==> src/rtl/tbmd_pkg.sv <==
package tbmd_pkg;

  localparam int POWER_BITS      = 24;
  localparam int ALPHA_FRAC_BITS = 16;
  localparam int DURATION_BITS   = 24;

  localparam int TIME_W   = 63;
  localparam int RATIO_W  = 16;
  localparam int ALPHA_W  = 16;
  localparam int MINP_W   = 24;
  localparam int GATE_W   = 24;
  localparam int CFG_IDX_W  = 3;
  localparam int CFG_DATA_W = 24;

  localparam int NOISE_W  = POWER_BITS + ALPHA_FRAC_BITS;
  localparam int MUL_A_W  = NOISE_W + 1;
  localparam int MUL_B_W  = ((RATIO_W > ALPHA_W) ? RATIO_W : ALPHA_W) + 1;
  localparam int PROD_W   = MUL_A_W + MUL_B_W;
  localparam int XU_W     = NOISE_W + RATIO_W;
  localparam int TH_SHIFT = ALPHA_FRAC_BITS + 8;
  localparam int TH_HI_W  = XU_W - TH_SHIFT;
  localparam int STEPQ_W  = PROD_W - ALPHA_FRAC_BITS;
  localparam int STEP_W   = 4;

  typedef enum logic [2:0] {
    EV_NONE   = 3'd0,
    EV_START  = 3'd1,
    EV_MARKER = 3'd2,
    EV_SHORT  = 3'd3,
    EV_LONG   = 3'd4
  } event_t;

  typedef enum logic [CFG_IDX_W-1:0] {
    REG_NOISE_ALPHA = 3'd0,
    REG_ON_RATIO    = 3'd1,
    REG_OFF_RATIO   = 3'd2,
    REG_MIN_POWER   = 3'd3,
    REG_GATE_MIN    = 3'd4,
    REG_GATE_MAX    = 3'd5
  } reg_idx_t;

  typedef struct packed {
    logic [TIME_W-1:0]     time_us;
    logic [POWER_BITS-1:0] power;
  } in_item_t;

  typedef struct packed {
    event_t                   event_res;
    logic                     tone_active;
    logic [TIME_W-1:0]        edge_time;
    logic [DURATION_BITS-1:0] tone_len;
    logic [POWER_BITS-1:0]    tone_peak;
  } out_item_t;

  typedef struct packed {
    logic [ALPHA_W-1:0] alpha;
    logic [RATIO_W-1:0] start_ratio;
    logic [RATIO_W-1:0] stop_ratio;
    logic [MINP_W-1:0]  power_floor;
    logic [GATE_W-1:0]  gate_min_duration;
    logic [GATE_W-1:0]  gate_max_duration;
  } cfg_regs_t;

  // microprogram steps
  typedef enum logic [STEP_W-1:0] {
    STEP_FETCH     = 4'd0,
    STEP_SEED      = 4'd1,
    STEP_TRACK_MUL = 4'd2,
    STEP_TRACK_UPD = 4'd3,
    STEP_ON_MUL    = 4'd4,
    STEP_ON_TEST   = 4'd5,
    STEP_TONE_MUL  = 4'd6,
    STEP_TONE_TEST = 4'd7,
    STEP_EMIT      = 4'd8
  } step_t;

  typedef enum logic [2:0] {
    COND_NEXT,
    COND_JUMP,
    COND_DISPATCH,
    COND_ENDED,
    COND_END_NOW,
    COND_OUT_FREE
  } cond_t;

  typedef enum logic [1:0] {
    MUL_NONE,
    MUL_TRACK,
    MUL_ON,
    MUL_OFF
  } mul_sel_t;

  typedef struct packed {
    cond_t    cond;
    step_t    target;
    mul_sel_t mul;
    logic     fetch;
    logic     seed;
    logic     track_upd;
    logic     on_test;
    logic     tone_prep;
    logic     off_test;
    logic     emit;
  } ctrl_t;

  typedef struct packed {
    logic in_tone;
    logic seeded;
    logic ended;
    logic end_now;
    logic out_free;
  } stat_t;

  function automatic ctrl_t ucode(step_t s);
    ctrl_t c;
    c = '{cond: COND_NEXT, target: STEP_FETCH, mul: MUL_NONE, default: 1'b0};
    case (s)
      STEP_FETCH: begin
        c.cond  = COND_DISPATCH;
        c.fetch = 1'b1;
      end
      STEP_SEED: begin
        c.cond   = COND_JUMP;
        c.target = STEP_ON_MUL;
        c.seed   = 1'b1;
      end
      STEP_TRACK_MUL: begin
        c.mul = MUL_TRACK;
      end
      STEP_TRACK_UPD: begin
        c.cond      = COND_ENDED;
        c.target    = STEP_EMIT;
        c.track_upd = 1'b1;
      end
      STEP_ON_MUL: begin
        c.mul = MUL_ON;
      end
      STEP_ON_TEST: begin
        c.cond    = COND_JUMP;
        c.target  = STEP_EMIT;
        c.on_test = 1'b1;
      end
      STEP_TONE_MUL: begin
        c.mul       = MUL_OFF;
        c.tone_prep = 1'b1;
      end
      STEP_TONE_TEST: begin
        c.cond     = COND_END_NOW;
        c.target   = STEP_TRACK_MUL;
        c.off_test = 1'b1;
      end
      STEP_EMIT: begin
        c.cond   = COND_OUT_FREE;
        c.target = STEP_FETCH;
        c.emit   = 1'b1;
      end
      default: begin
        c.cond   = COND_JUMP;
        c.target = STEP_FETCH;
      end
    endcase
    return c;
  endfunction

endpackage

==> src/rtl/tbmd_cfg.sv <==
module tbmd_cfg (
  input  logic                               clk,
  input  logic                               rst,
  input  logic                               cfg_valid,
  input  logic [tbmd_pkg::CFG_IDX_W-1:0]     cfg_index,
  input  logic [tbmd_pkg::CFG_DATA_W-1:0]    cfg_data,
  output tbmd_pkg::cfg_regs_t                regs
);

  always_ff @(posedge clk) begin
    if (rst) begin
      regs.alpha             <= tbmd_pkg::ALPHA_W'(655);
      regs.start_ratio       <= tbmd_pkg::RATIO_W'(1024);
      regs.stop_ratio        <= tbmd_pkg::RATIO_W'(512);
      regs.power_floor       <= tbmd_pkg::MINP_W'(16);
      regs.gate_min_duration <= tbmd_pkg::GATE_W'(500000);
      regs.gate_max_duration <= tbmd_pkg::GATE_W'(1100000);
    end else if (cfg_valid) begin
      case (tbmd_pkg::reg_idx_t'(cfg_index))
        tbmd_pkg::REG_NOISE_ALPHA: regs.alpha       <= cfg_data[tbmd_pkg::ALPHA_W-1:0];
        tbmd_pkg::REG_ON_RATIO:    regs.start_ratio <= cfg_data[tbmd_pkg::RATIO_W-1:0];
        tbmd_pkg::REG_OFF_RATIO:   regs.stop_ratio  <= cfg_data[tbmd_pkg::RATIO_W-1:0];
        tbmd_pkg::REG_MIN_POWER:   regs.power_floor <= cfg_data[tbmd_pkg::MINP_W-1:0];
        tbmd_pkg::REG_GATE_MIN:    regs.gate_min_duration <= cfg_data[tbmd_pkg::GATE_W-1:0];
        tbmd_pkg::REG_GATE_MAX:    regs.gate_max_duration <= cfg_data[tbmd_pkg::GATE_W-1:0];
        default: ;
      endcase
    end
  end

endmodule

==> src/rtl/tbmd_seq.sv <==
module tbmd_seq (
  input  logic                clk,
  input  logic                rst,
  input  logic                in_valid,
  input  tbmd_pkg::stat_t     stat,
  output tbmd_pkg::ctrl_t     ctrl,
  output logic                in_ready
);

  tbmd_pkg::step_t step, step_next;
  tbmd_pkg::step_t step_inc;

  assign step_inc = tbmd_pkg::step_t'(step + tbmd_pkg::STEP_W'(1));

  always_ff @(posedge clk) begin
    if (rst) begin
      step <= tbmd_pkg::STEP_FETCH;
    end else begin
      step <= step_next;
    end
  end

  // control word for the current step; take nothing while in reset
  always_comb begin
    ctrl     = tbmd_pkg::ucode(step);
    in_ready = ctrl.fetch && !rst;
  end

  always_comb begin
    step_next = step;
    case (ctrl.cond)
      tbmd_pkg::COND_NEXT: step_next = step_inc;
      tbmd_pkg::COND_JUMP: step_next = ctrl.target;
      tbmd_pkg::COND_DISPATCH: begin
        if (!in_valid) begin
          step_next = step;
        end else if (stat.in_tone) begin
          step_next = tbmd_pkg::STEP_TONE_MUL;
        end else if (!stat.seeded) begin
          step_next = tbmd_pkg::STEP_SEED;
        end else begin
          step_next = tbmd_pkg::STEP_TRACK_MUL;
        end
      end
      tbmd_pkg::COND_ENDED:    step_next = stat.ended ? ctrl.target : step_inc;
      tbmd_pkg::COND_END_NOW:  step_next = stat.end_now ? ctrl.target : step_inc;
      tbmd_pkg::COND_OUT_FREE: step_next = stat.out_free ? ctrl.target : step;
      default:                 step_next = tbmd_pkg::STEP_FETCH;
    endcase
  end

  a_one_item: assert property (@(posedge clk) disable iff (rst)
    (in_valid && in_ready) |=> !in_ready)
    else $error("second transfer taken while an item is in progress");

  a_hold_to_emit: assert property (@(posedge clk) disable iff (rst)
    (step == tbmd_pkg::STEP_TONE_TEST && !stat.end_now) |=> step == tbmd_pkg::STEP_EMIT)
    else $error("tone continuation did not go to emit");

endmodule

==> src/rtl/tbmd_dp.sv <==
module tbmd_dp (
  input  logic                   clk,
  input  logic                   rst,
  input  tbmd_pkg::ctrl_t        ctrl,
  input  tbmd_pkg::cfg_regs_t    regs,
  input  logic                   in_valid,
  input  tbmd_pkg::in_item_t     in_data,
  output tbmd_pkg::stat_t        stat,
  output logic                   out_valid,
  input  logic                   out_ready,
  output tbmd_pkg::out_item_t    out_data
);

  localparam int NW = tbmd_pkg::NOISE_W;
  localparam int FB = tbmd_pkg::ALPHA_FRAC_BITS;
  localparam int PB = tbmd_pkg::POWER_BITS;
  localparam int TW = tbmd_pkg::TIME_W;
  localparam int DB = tbmd_pkg::DURATION_BITS;

  logic [TW-1:0]  time_r;
  logic [PB-1:0]  power_r;
  logic [NW-1:0]  noise, noise_next;
  logic           seeded;
  logic           in_tone;
  logic           ended;
  logic [PB-1:0]  peak;
  logic [TW-1:0]  start_time;
  logic [TW:0]    diff_r;

  logic signed [tbmd_pkg::MUL_A_W-1:0] mul_a;
  logic signed [tbmd_pkg::MUL_B_W-1:0] mul_b;
  logic signed [tbmd_pkg::PROD_W-1:0]  prod;

  logic signed [tbmd_pkg::STEPQ_W-1:0] step_q;
  logic signed [tbmd_pkg::STEPQ_W:0]   sum;
  logic [tbmd_pkg::XU_W-1:0]           xu;
  logic [tbmd_pkg::TH_HI_W-1:0]        th_hi;
  logic                                start_now;
  logic                                end_now;

  logic                borrow;
  logic [TW-1:0]       dlen;
  logic                dlen_big;
  logic [DB-1:0]       dur_sat;
  tbmd_pkg::event_t    gate_ev;

  tbmd_pkg::event_t    ev_r;
  logic [TW-1:0]       edge_r;
  logic [DB-1:0]       dur_r;
  logic [PB-1:0]       pk_r;

  logic                accept;
  logic                out_free;

  assign accept   = in_valid && ctrl.fetch;
  assign out_free = !out_valid || out_ready;

  // shared multiplier operands
  always_comb begin
    mul_a = $signed({1'b0, noise});
    mul_b = $signed({1'b0, regs.start_ratio});
    case (ctrl.mul)
      tbmd_pkg::MUL_TRACK: begin
        mul_a = $signed({1'b0, power_r, {FB{1'b0}}}) - $signed({1'b0, noise});
        mul_b = $signed({1'b0, regs.alpha});
      end
      tbmd_pkg::MUL_ON:  mul_b = $signed({1'b0, regs.start_ratio});
      tbmd_pkg::MUL_OFF: mul_b = $signed({1'b0, regs.stop_ratio});
      default: ;
    endcase
  end

  // noise update: floor division of the signed product, clamped to range
  always_comb begin
    step_q = $signed(prod[tbmd_pkg::PROD_W-1:FB]);
    sum    = $signed({{(tbmd_pkg::STEPQ_W-NW){1'b0}}, noise}) + step_q;
    if (sum[tbmd_pkg::STEPQ_W]) begin
      noise_next = '0;
    end else if (|sum[tbmd_pkg::STEPQ_W-1:NW]) begin
      noise_next = '1;
    end else begin
      noise_next = sum[NW-1:0];
    end
  end

  // threshold compares against the exact product
  assign xu        = prod[tbmd_pkg::XU_W-1:0];
  assign th_hi     = xu[tbmd_pkg::XU_W-1:tbmd_pkg::TH_SHIFT];
  assign start_now = (th_hi < {{(tbmd_pkg::TH_HI_W-PB){1'b0}}, power_r})
                     && (power_r > regs.power_floor);
  assign end_now   = ({{(tbmd_pkg::XU_W-PB-tbmd_pkg::TH_SHIFT){1'b0}}, power_r,
                       {tbmd_pkg::TH_SHIFT{1'b0}}} < xu)
                     || ({power_r, 1'b0} < {1'b0, regs.power_floor});

  // duration gate
  always_comb begin
    borrow   = diff_r[TW];
    dlen     = diff_r[TW-1:0];
    dlen_big = |dlen[TW-1:DB];
    dur_sat  = dlen_big ? '1 : dlen[DB-1:0];
    if (borrow) begin
      dur_sat = '0;
      gate_ev = tbmd_pkg::EV_SHORT;
    end else if (dlen < {{(TW-tbmd_pkg::GATE_W){1'b0}}, regs.gate_min_duration}) begin
      gate_ev = tbmd_pkg::EV_SHORT;
    end else if (dlen > {{(TW-tbmd_pkg::GATE_W){1'b0}}, regs.gate_max_duration}) begin
      gate_ev = tbmd_pkg::EV_LONG;
    end else begin
      gate_ev = tbmd_pkg::EV_MARKER;
    end
  end

  always_ff @(posedge clk) begin
    if (ctrl.mul != tbmd_pkg::MUL_NONE) begin
      prod <= mul_a * mul_b;
    end
    if (accept) begin
      time_r  <= in_data.time_us;
      power_r <= in_data.power;
      ev_r    <= tbmd_pkg::EV_NONE;
      edge_r  <= '0;
      dur_r   <= '0;
      pk_r    <= '0;
    end
    if (ctrl.tone_prep) begin
      diff_r <= {1'b0, time_r} - {1'b0, start_time};
    end
    if (ctrl.on_test && start_now) begin
      ev_r <= tbmd_pkg::EV_START;
    end
    if (ctrl.off_test && end_now) begin
      ev_r   <= gate_ev;
      edge_r <= start_time;
      dur_r  <= dur_sat;
      pk_r   <= peak;
    end
  end

  always_ff @(posedge clk) begin
    if (rst) begin
      noise      <= '0;
      seeded     <= 1'b0;
      in_tone    <= 1'b0;
      ended      <= 1'b0;
      peak       <= '0;
      start_time <= '0;
    end else begin
      if (accept) begin
        ended <= 1'b0;
      end
      if (ctrl.seed) begin
        noise  <= {power_r, {FB{1'b0}}};
        seeded <= 1'b1;
      end
      if (ctrl.track_upd) begin
        noise <= noise_next;
      end
      if (ctrl.on_test && start_now) begin
        in_tone    <= 1'b1;
        start_time <= time_r;
        peak       <= power_r;
      end
      if (ctrl.tone_prep && (power_r > peak)) begin
        peak <= power_r;
      end
      if (ctrl.off_test && end_now) begin
        in_tone <= 1'b0;
        ended   <= 1'b1;
      end
    end
  end

  // result register: hold until transferred
  always_ff @(posedge clk) begin
    if (rst) begin
      out_valid <= 1'b0;
    end else if (ctrl.emit && out_free) begin
      out_valid <= 1'b1;
    end else if (out_ready) begin
      out_valid <= 1'b0;
    end
  end

  always_ff @(posedge clk) begin
    if (ctrl.emit && out_free) begin
      out_data.event_res   <= ev_r;
      out_data.tone_active <= in_tone;
      out_data.edge_time   <= edge_r;
      out_data.tone_len    <= dur_r;
      out_data.tone_peak   <= pk_r;
    end
  end

  always_comb begin
    stat.in_tone  = in_tone;
    stat.seeded   = seeded;
    stat.ended    = ended;
    stat.end_now  = end_now;
    stat.out_free = out_free;
  end

  a_end_clears: assert property (@(posedge clk) disable iff (rst)
    (ctrl.off_test && end_now) |=> (!in_tone && ended))
    else $error("tone end did not clear the tone flag");

  a_ended_event: assert property (@(posedge clk) disable iff (rst)
    ended |-> (ev_r == tbmd_pkg::EV_MARKER || ev_r == tbmd_pkg::EV_SHORT
               || ev_r == tbmd_pkg::EV_LONG))
    else $error("ended tone without a gate event");

  a_start_sets: assert property (@(posedge clk) disable iff (rst)
    (ctrl.on_test && start_now) |=> (in_tone && ev_r == tbmd_pkg::EV_START))
    else $error("tone start not recorded");

endmodule

==> src/rtl/tone_burst_marker_detector.sv <==
// Tone burst marker detector.
// Input channel (in_valid/in_ready/in_data): one timestamped power sample per
// transfer. Output channel (out_valid/out_ready/out_data): exactly one result
// per sample, in order. Configuration channel (cfg_valid/cfg_ready/cfg_index/
// cfg_data): ready whenever rst is low; write only while no sample is in progress.
// A nine-step microprogram drives one shared 41 x 17 signed multiplier. After the
// fetch step in which a sample is transferred, a continuing tone runs TONE_MUL,
// TONE_TEST; the first sample after reset SEED, ON_MUL, ON_TEST; a noise-tracking
// sample TRACK_MUL, TRACK_UPD, ON_MUL, ON_TEST; a tone end TONE_MUL, TONE_TEST,
// TRACK_MUL, TRACK_UPD. Each then ends in EMIT, where the result register loads;
// out_valid rises as EMIT is left, and in_ready rises again at the same time.
// The result sits in an output register: the next sample is taken while it
// waits. If the receiver stalls with a result still waiting, the sequencer
// holds at its emit step until the register frees.
// Reset (rst, synchronous) restores the register defaults, clears the tone
// and noise state, and empties the output register; in_ready and cfg_ready
// stay low while rst is high. The first sample after reset seeds the noise floor.
module tone_burst_marker_detector (
  input  logic                              clk,
  input  logic                              rst,
  input  logic                              in_valid,
  output logic                              in_ready,
  input  tbmd_pkg::in_item_t                in_data,
  output logic                              out_valid,
  input  logic                              out_ready,
  output tbmd_pkg::out_item_t               out_data,
  input  logic                              cfg_valid,
  output logic                              cfg_ready,
  input  logic [tbmd_pkg::CFG_IDX_W-1:0]    cfg_index,
  input  logic [tbmd_pkg::CFG_DATA_W-1:0]   cfg_data
);

  tbmd_pkg::cfg_regs_t regs;
  tbmd_pkg::ctrl_t     ctrl;
  tbmd_pkg::stat_t     stat;

  assign cfg_ready = !rst;

  tbmd_cfg u_cfg (
    .clk       (clk),
    .rst       (rst),
    .cfg_valid (cfg_valid),
    .cfg_index (cfg_index),
    .cfg_data  (cfg_data),
    .regs      (regs)
  );

  tbmd_seq u_seq (
    .clk      (clk),
    .rst      (rst),
    .in_valid (in_valid),
    .stat     (stat),
    .ctrl     (ctrl),
    .in_ready (in_ready)
  );

  tbmd_dp u_dp (
    .clk       (clk),
    .rst       (rst),
    .ctrl      (ctrl),
    .regs      (regs),
    .in_valid  (in_valid),
    .in_data   (in_data),
    .stat      (stat),
    .out_valid (out_valid),
    .out_ready (out_ready),
    .out_data  (out_data)
  );

endmodule

==> config.mk <==
export PLATFORM = sky130hd
export DESIGN_NAME = tone_burst_marker_detector
export DESIGN_NICKNAME = d
export VERILOG_FILES = /design/src/rtl/tbmd_pkg.sv /design/src/rtl/tbmd_cfg.sv /design/src/rtl/tbmd_seq.sv /design/src/rtl/tbmd_dp.sv /design/src/rtl/tone_burst_marker_detector.sv
export SDC_FILE = /design/constraint.sdc
export NUM_CORES = 2
export LEC_CHECK = 0
export BUFFER_PORTS_ARGS = -buffer_cell sky130_fd_sc_hd__buf_2
export CAP_MARGIN = 10
export CORE_MARGIN = 2
export CORE_UTILIZATION = 58
export CTS_CLUSTER_DIAMETER = 100
export CTS_CLUSTER_SIZE = 16
export DETAILED_ROUTE_END_ITERATION = 12
export GPL_ROUTABILITY_DRIVEN = 0
export HOLD_SLACK_MARGIN = 0.12
export PLACE_DENSITY_LB_ADDON = 0.15
export REMOVE_ABC_BUFFERS = 1
export SLEW_MARGIN = 40
export SYNTH_ARGS = -nofsm -noshare
export SYNTH_HDL_FRONTEND = slang
export SYNTH_SLANG_ARGS = --single-unit
==> constraint.sdc <==
create_clock -name clk -period 7.9 [get_ports clk]
set_clock_uncertainty 0.15 [all_clocks]
set_input_delay 0.395 -clock clk [delete_from_list [all_inputs] [get_ports clk]]
set_output_delay 0.395 -clock clk [all_outputs]
set_load 0.02 [all_outputs]
==> metrics.csv <==
stage;metric;value;unit
run_status;status;finished with violations;
run_status;violations;negative setup slack;
clocking;clk_path_buf_depth;3;
worst_hold_path;whs_path_depth;4;
timing;tightest_slew;0.879;ns
timing;slew_violations;0;
worst_hold_path;worstHoldStart;cfg_index[0];
floorplan;start_util;58.6;%
placement;portBuffers;236;
route;vias_per_cell;5.59;
worst_hold_path;worstHoldPathType;in -> reg;
pwr;p_sw;9.37;mW
logic_synthesis;synth.avg_cell_area;9.45;um^2
logic_synthesis;synth_area_leader_cell;edfxtp_1;
pwr;p_int;12.0;mW
timing;fmax;0.114;GHz
floorplan;die_h;319;um
floorplan;die_w;319;um
worst_setup_path;crit_slowest_cell;fa_1;
logic_synthesis;async_reset_ff_share;0;%
finish;stdcell_area;69800;um^2
logic_synthesis;synth.top_cell.area_share;22.8;%
route;drc;0;
floorplan;ios;237;
worst_setup_path;r2r_end;u_dp.prod[45]$_DFFE_PP_;
finish;drive_gt1_share;19.1;%
global_route;overflow;0;
finish;fillers;7471;
logic_synthesis;synth_ff_type;edfxtp_1;
worst_setup_path;worstPathRequired;8.13;ns
finish;mostFrequentLayoutCells;inv_1, nand2_1, buf_4;
placement;place_area;64800;um^2
pwr;worst_ir_drop_vdd;0.000269;V
clocking;cts_sinks;693;
clocking;cts_tree;done;
route;routed_wl;163000;um
logic_synthesis;netlist_area;57700;um^2
timing;worst_slack;-0.901;ns
finish;area_delta_synth_final;21.1;%
route;num_vias;46483;
logic_synthesis;yosys-top-cells-area;edfxtp_1, fa_1, ha_1;
logic_synthesis;synthCells;6101;
logic_synthesis;synth.yosys.seq_area_share;31.7;%
worst_setup_path;max_stage_delay;0.58;ns
global_route;grt_pass1_wl;259000;um
finish;seqCellArea;18300;um^2
worst_setup_path;critPathKind;reg -> reg;
route;drt-initial-drc-count;3783;
worst_hold_path;hold_end;u_cfg.regs[73]$_SDFFE_PP0P_;
pwr;seqPwrFrac;24.6;%
pwr;leakagePower;31.1;nW
run;maxCapViolCount;0;
finish;utilization;70.9;%
worst_setup_path;r2r_start;u_dp.power_r[0]$_DFFE_PP_;
clocking;insertion_delay;0.63;ns
finish;final_common_cell;inv_1;
logic_synthesis;synth.lib_cells_used.distinct;87;
clocking;clk_pin_slew;0.08;ns
route;antenna_left;0;
pwr;power;21.4;mW
timing;timing.final.crit_period;8.80;ns
logic_synthesis;synth_edf_count;438;
pwr;clockPowerShare;11.7;%
pwr;power.share.combinational;63.7;%
floorplan;num_rows;115;
placement;place_ws;-1.37;ns
pwr;swShare;43.8;%
logic_synthesis;ys_ff_latch;693;
pwr;power-per-cell-area;306;nW/um^2
global_route;first_global_vias;47769;
worst_setup_path;cp-end-kind;flop;
clocking;cts_root_buf;clkbuf_16;
finish;nets;8154;
floorplan;core_area;98400;um^2
global_route;track_usage;32.3;%
route;wl_per_cell;19.6;um
worst_setup_path;critPathLaunchType;flop;
global_route;antenna_found_initial;10;
timing;slew_headroom;41.4;%
worst_setup_path;cp_max_fo;4;
logic_synthesis;ys_warn_count;0;
finish;multi_input_area;36200;um^2
placement;dp_hpwl;126000;um
floorplan;dieArea;102000;um^2
timing;hold_violations;0;
timing;rsz0062_at_grt;yes;
clocking;numCtsBuffers;50;
global_route;grt_start_max_net_pins;89;
clocking;cts_max_level;2;
worst_setup_path;crit_top_cell;buf_4;
timing;setup_violations;31;
worst_setup_path;r2r_cells;38;
worst_setup_path;rrSetupSlack;-0.90;ns
worst_setup_path;critPathArrivalTime;9.03;ns
route;drt_pass1_iterations;6;
timing;period_share;111;%
==> critical path, delay by kind of cell, from the launching register on <==
kind | cells | cell delay, ns
flip-flops | 1 | 0.44
buffers and inverters | 13 | 1.34
AO/OA/AOI/OAI | 10 | 1.52
adder cells (fa/ha/maj) | 8 | 3.76
XOR/XNOR | 2 | 0.47
AND/OR/NAND/NOR | 5 | 0.87
==> power by group through the flow <==
stage	Combinational, mW	Sequential [mW]	Clock, mW
final	13.6	5.26	2.50
after CTS	12.9	5.25	2.54
after global placement	11.6	5.31	0
after floorplan	6.78	5.40	0
after global routing	14.8	5.30	2.67
after detailed placement	11.8	5.32	0
==> how the worst max path moves through the flow <==
stage | to | depth (start not counted) | slack [ns] | startpoint
after global routing | u_dp.prod[56]$_DFFE_PP_ | 36 | -1.17 | u_dp.power_r[0]$_DFFE_PP_
after floorplan | u_dp.prod[37]$_DFFE_PP_ | 26 | -1.30 | u_seq.step[0]$_SDFFE_PP0P_
after CTS | u_dp.prod[54]$_DFFE_PP_ | 37 | -0.85 | u_dp.power_r[0]$_DFFE_PP_
final | u_dp.prod[45]$_DFFE_PP_ | 38 | -0.90 | u_dp.power_r[0]$_DFFE_PP_
after global placement | u_dp.prod[54]$_DFFE_PP_ | 32 | -1.19 | u_dp.power_r[0]$_DFFE_PP_
after detailed placement | u_dp.prod[54]$_DFFE_PP_ | 35 | -1.37 | u_dp.power_r[0]$_DFFE_PP_
==> area by class of cell <==
type	count	area share, %
diodes	4	0.0143
clock buffers	87	2.02
clock inverters	5	0.0878
inverters	1042	5.61
multi-input cells	4126	51.8
flip-flops and latches	693	26.2
well taps	1287	2.31
repair buffers	1072	12.0
==> cell families (layout without fill, tap and decap cells) <==
kind of cell	after synthesis	count (layout)	share of synthesized area (%)
xor gates and xnor gates	197	197	2.99
adders and majority gates	1050	1050	30.8
DFF	693	693	31.7
AOI/OAI and AO/OA	1008	1008	11.1
and+or+nand+nor	1766	1766	13.2
muxes	105	105	1.82
other	0	4	0
buffers and inverters	1282	2206	8.42
==> cells in the mapped netlist (22+ instances only) <==
| cell | number |
|---|---|
| o21bai_1 | 24 |
| edfxtp_1 | 438 |
| fa_1 | 617 |
| nor3_1 | 54 |
| nor2b_1 | 63 |
| o21ai_0 | 169 |
| xor2_1 | 67 |
| inv_1 | 1040 |
| and3_1 | 22 |
| o21ai_1 | 22 |
| nand2b_1 | 37 |
| ha_1 | 433 |
| nand4_1 | 57 |
| clkbuf_1 | 208 |
| o211ai_1 | 28 |
| and2_1 | 48 |
| o21a_1 | 85 |
| nand2_1 | 852 |
| xnor2_1 | 130 |
| nor2_1 | 516 |
| nand3_1 | 51 |
| dfxtp_1 | 255 |
| a21o_1 | 165 |
| mux2i_1 | 105 |
| a31oi_1 | 25 |
| a211oi_1 | 36 |
| a21oi_1 | 330 |
==> per-layer routing <==
layer  global-route usage (%)  share of wire, %  vias to the layer above
met2                     53.7                48                     1696
met5                        0             0.017                        -
li1                         -                 -                    21539
met3                     3.86               6.3                      473
met4                     14.6               5.3                        4
met1                     42.6                41                    22771
==> state kept, by name (all words and copies together), names as in the netlist, 40 cells and up <==
signal,count
u_dp.noise,40
u_dp.prod,58
u_cfg.regs,120
u_dp.out_data,115
u_dp.start_time,63
u_dp.diff_r,64
u_dp.edge_r,63
u_dp.time_r,63
==> per-stage QoR <==
stage | instances | hold slack, ns | TNS [ns]
after floorplan | 5861 | 0.250 | -29.79
after global placement | 8020 | 0.251 | -24.16
after detailed placement | 8022 | 0.255 | -28.15
after CTS | 8282 | 0.151 | -14.97
after global routing | 8316 | 0.208 | -25.25
final | 8316 | 0.179 | -16.58
==> timing repair <==
action,4_1_cts,5_1_grt
hold buffers,114,0
gates cloned,1,0
buffers inserted,56,35
setup endpoints to repair,35,35
endpoints found under the hold margin,212,0
gates resized for setup,226,169
pin swaps,143,120
Power figures use the tool's default switching activity.
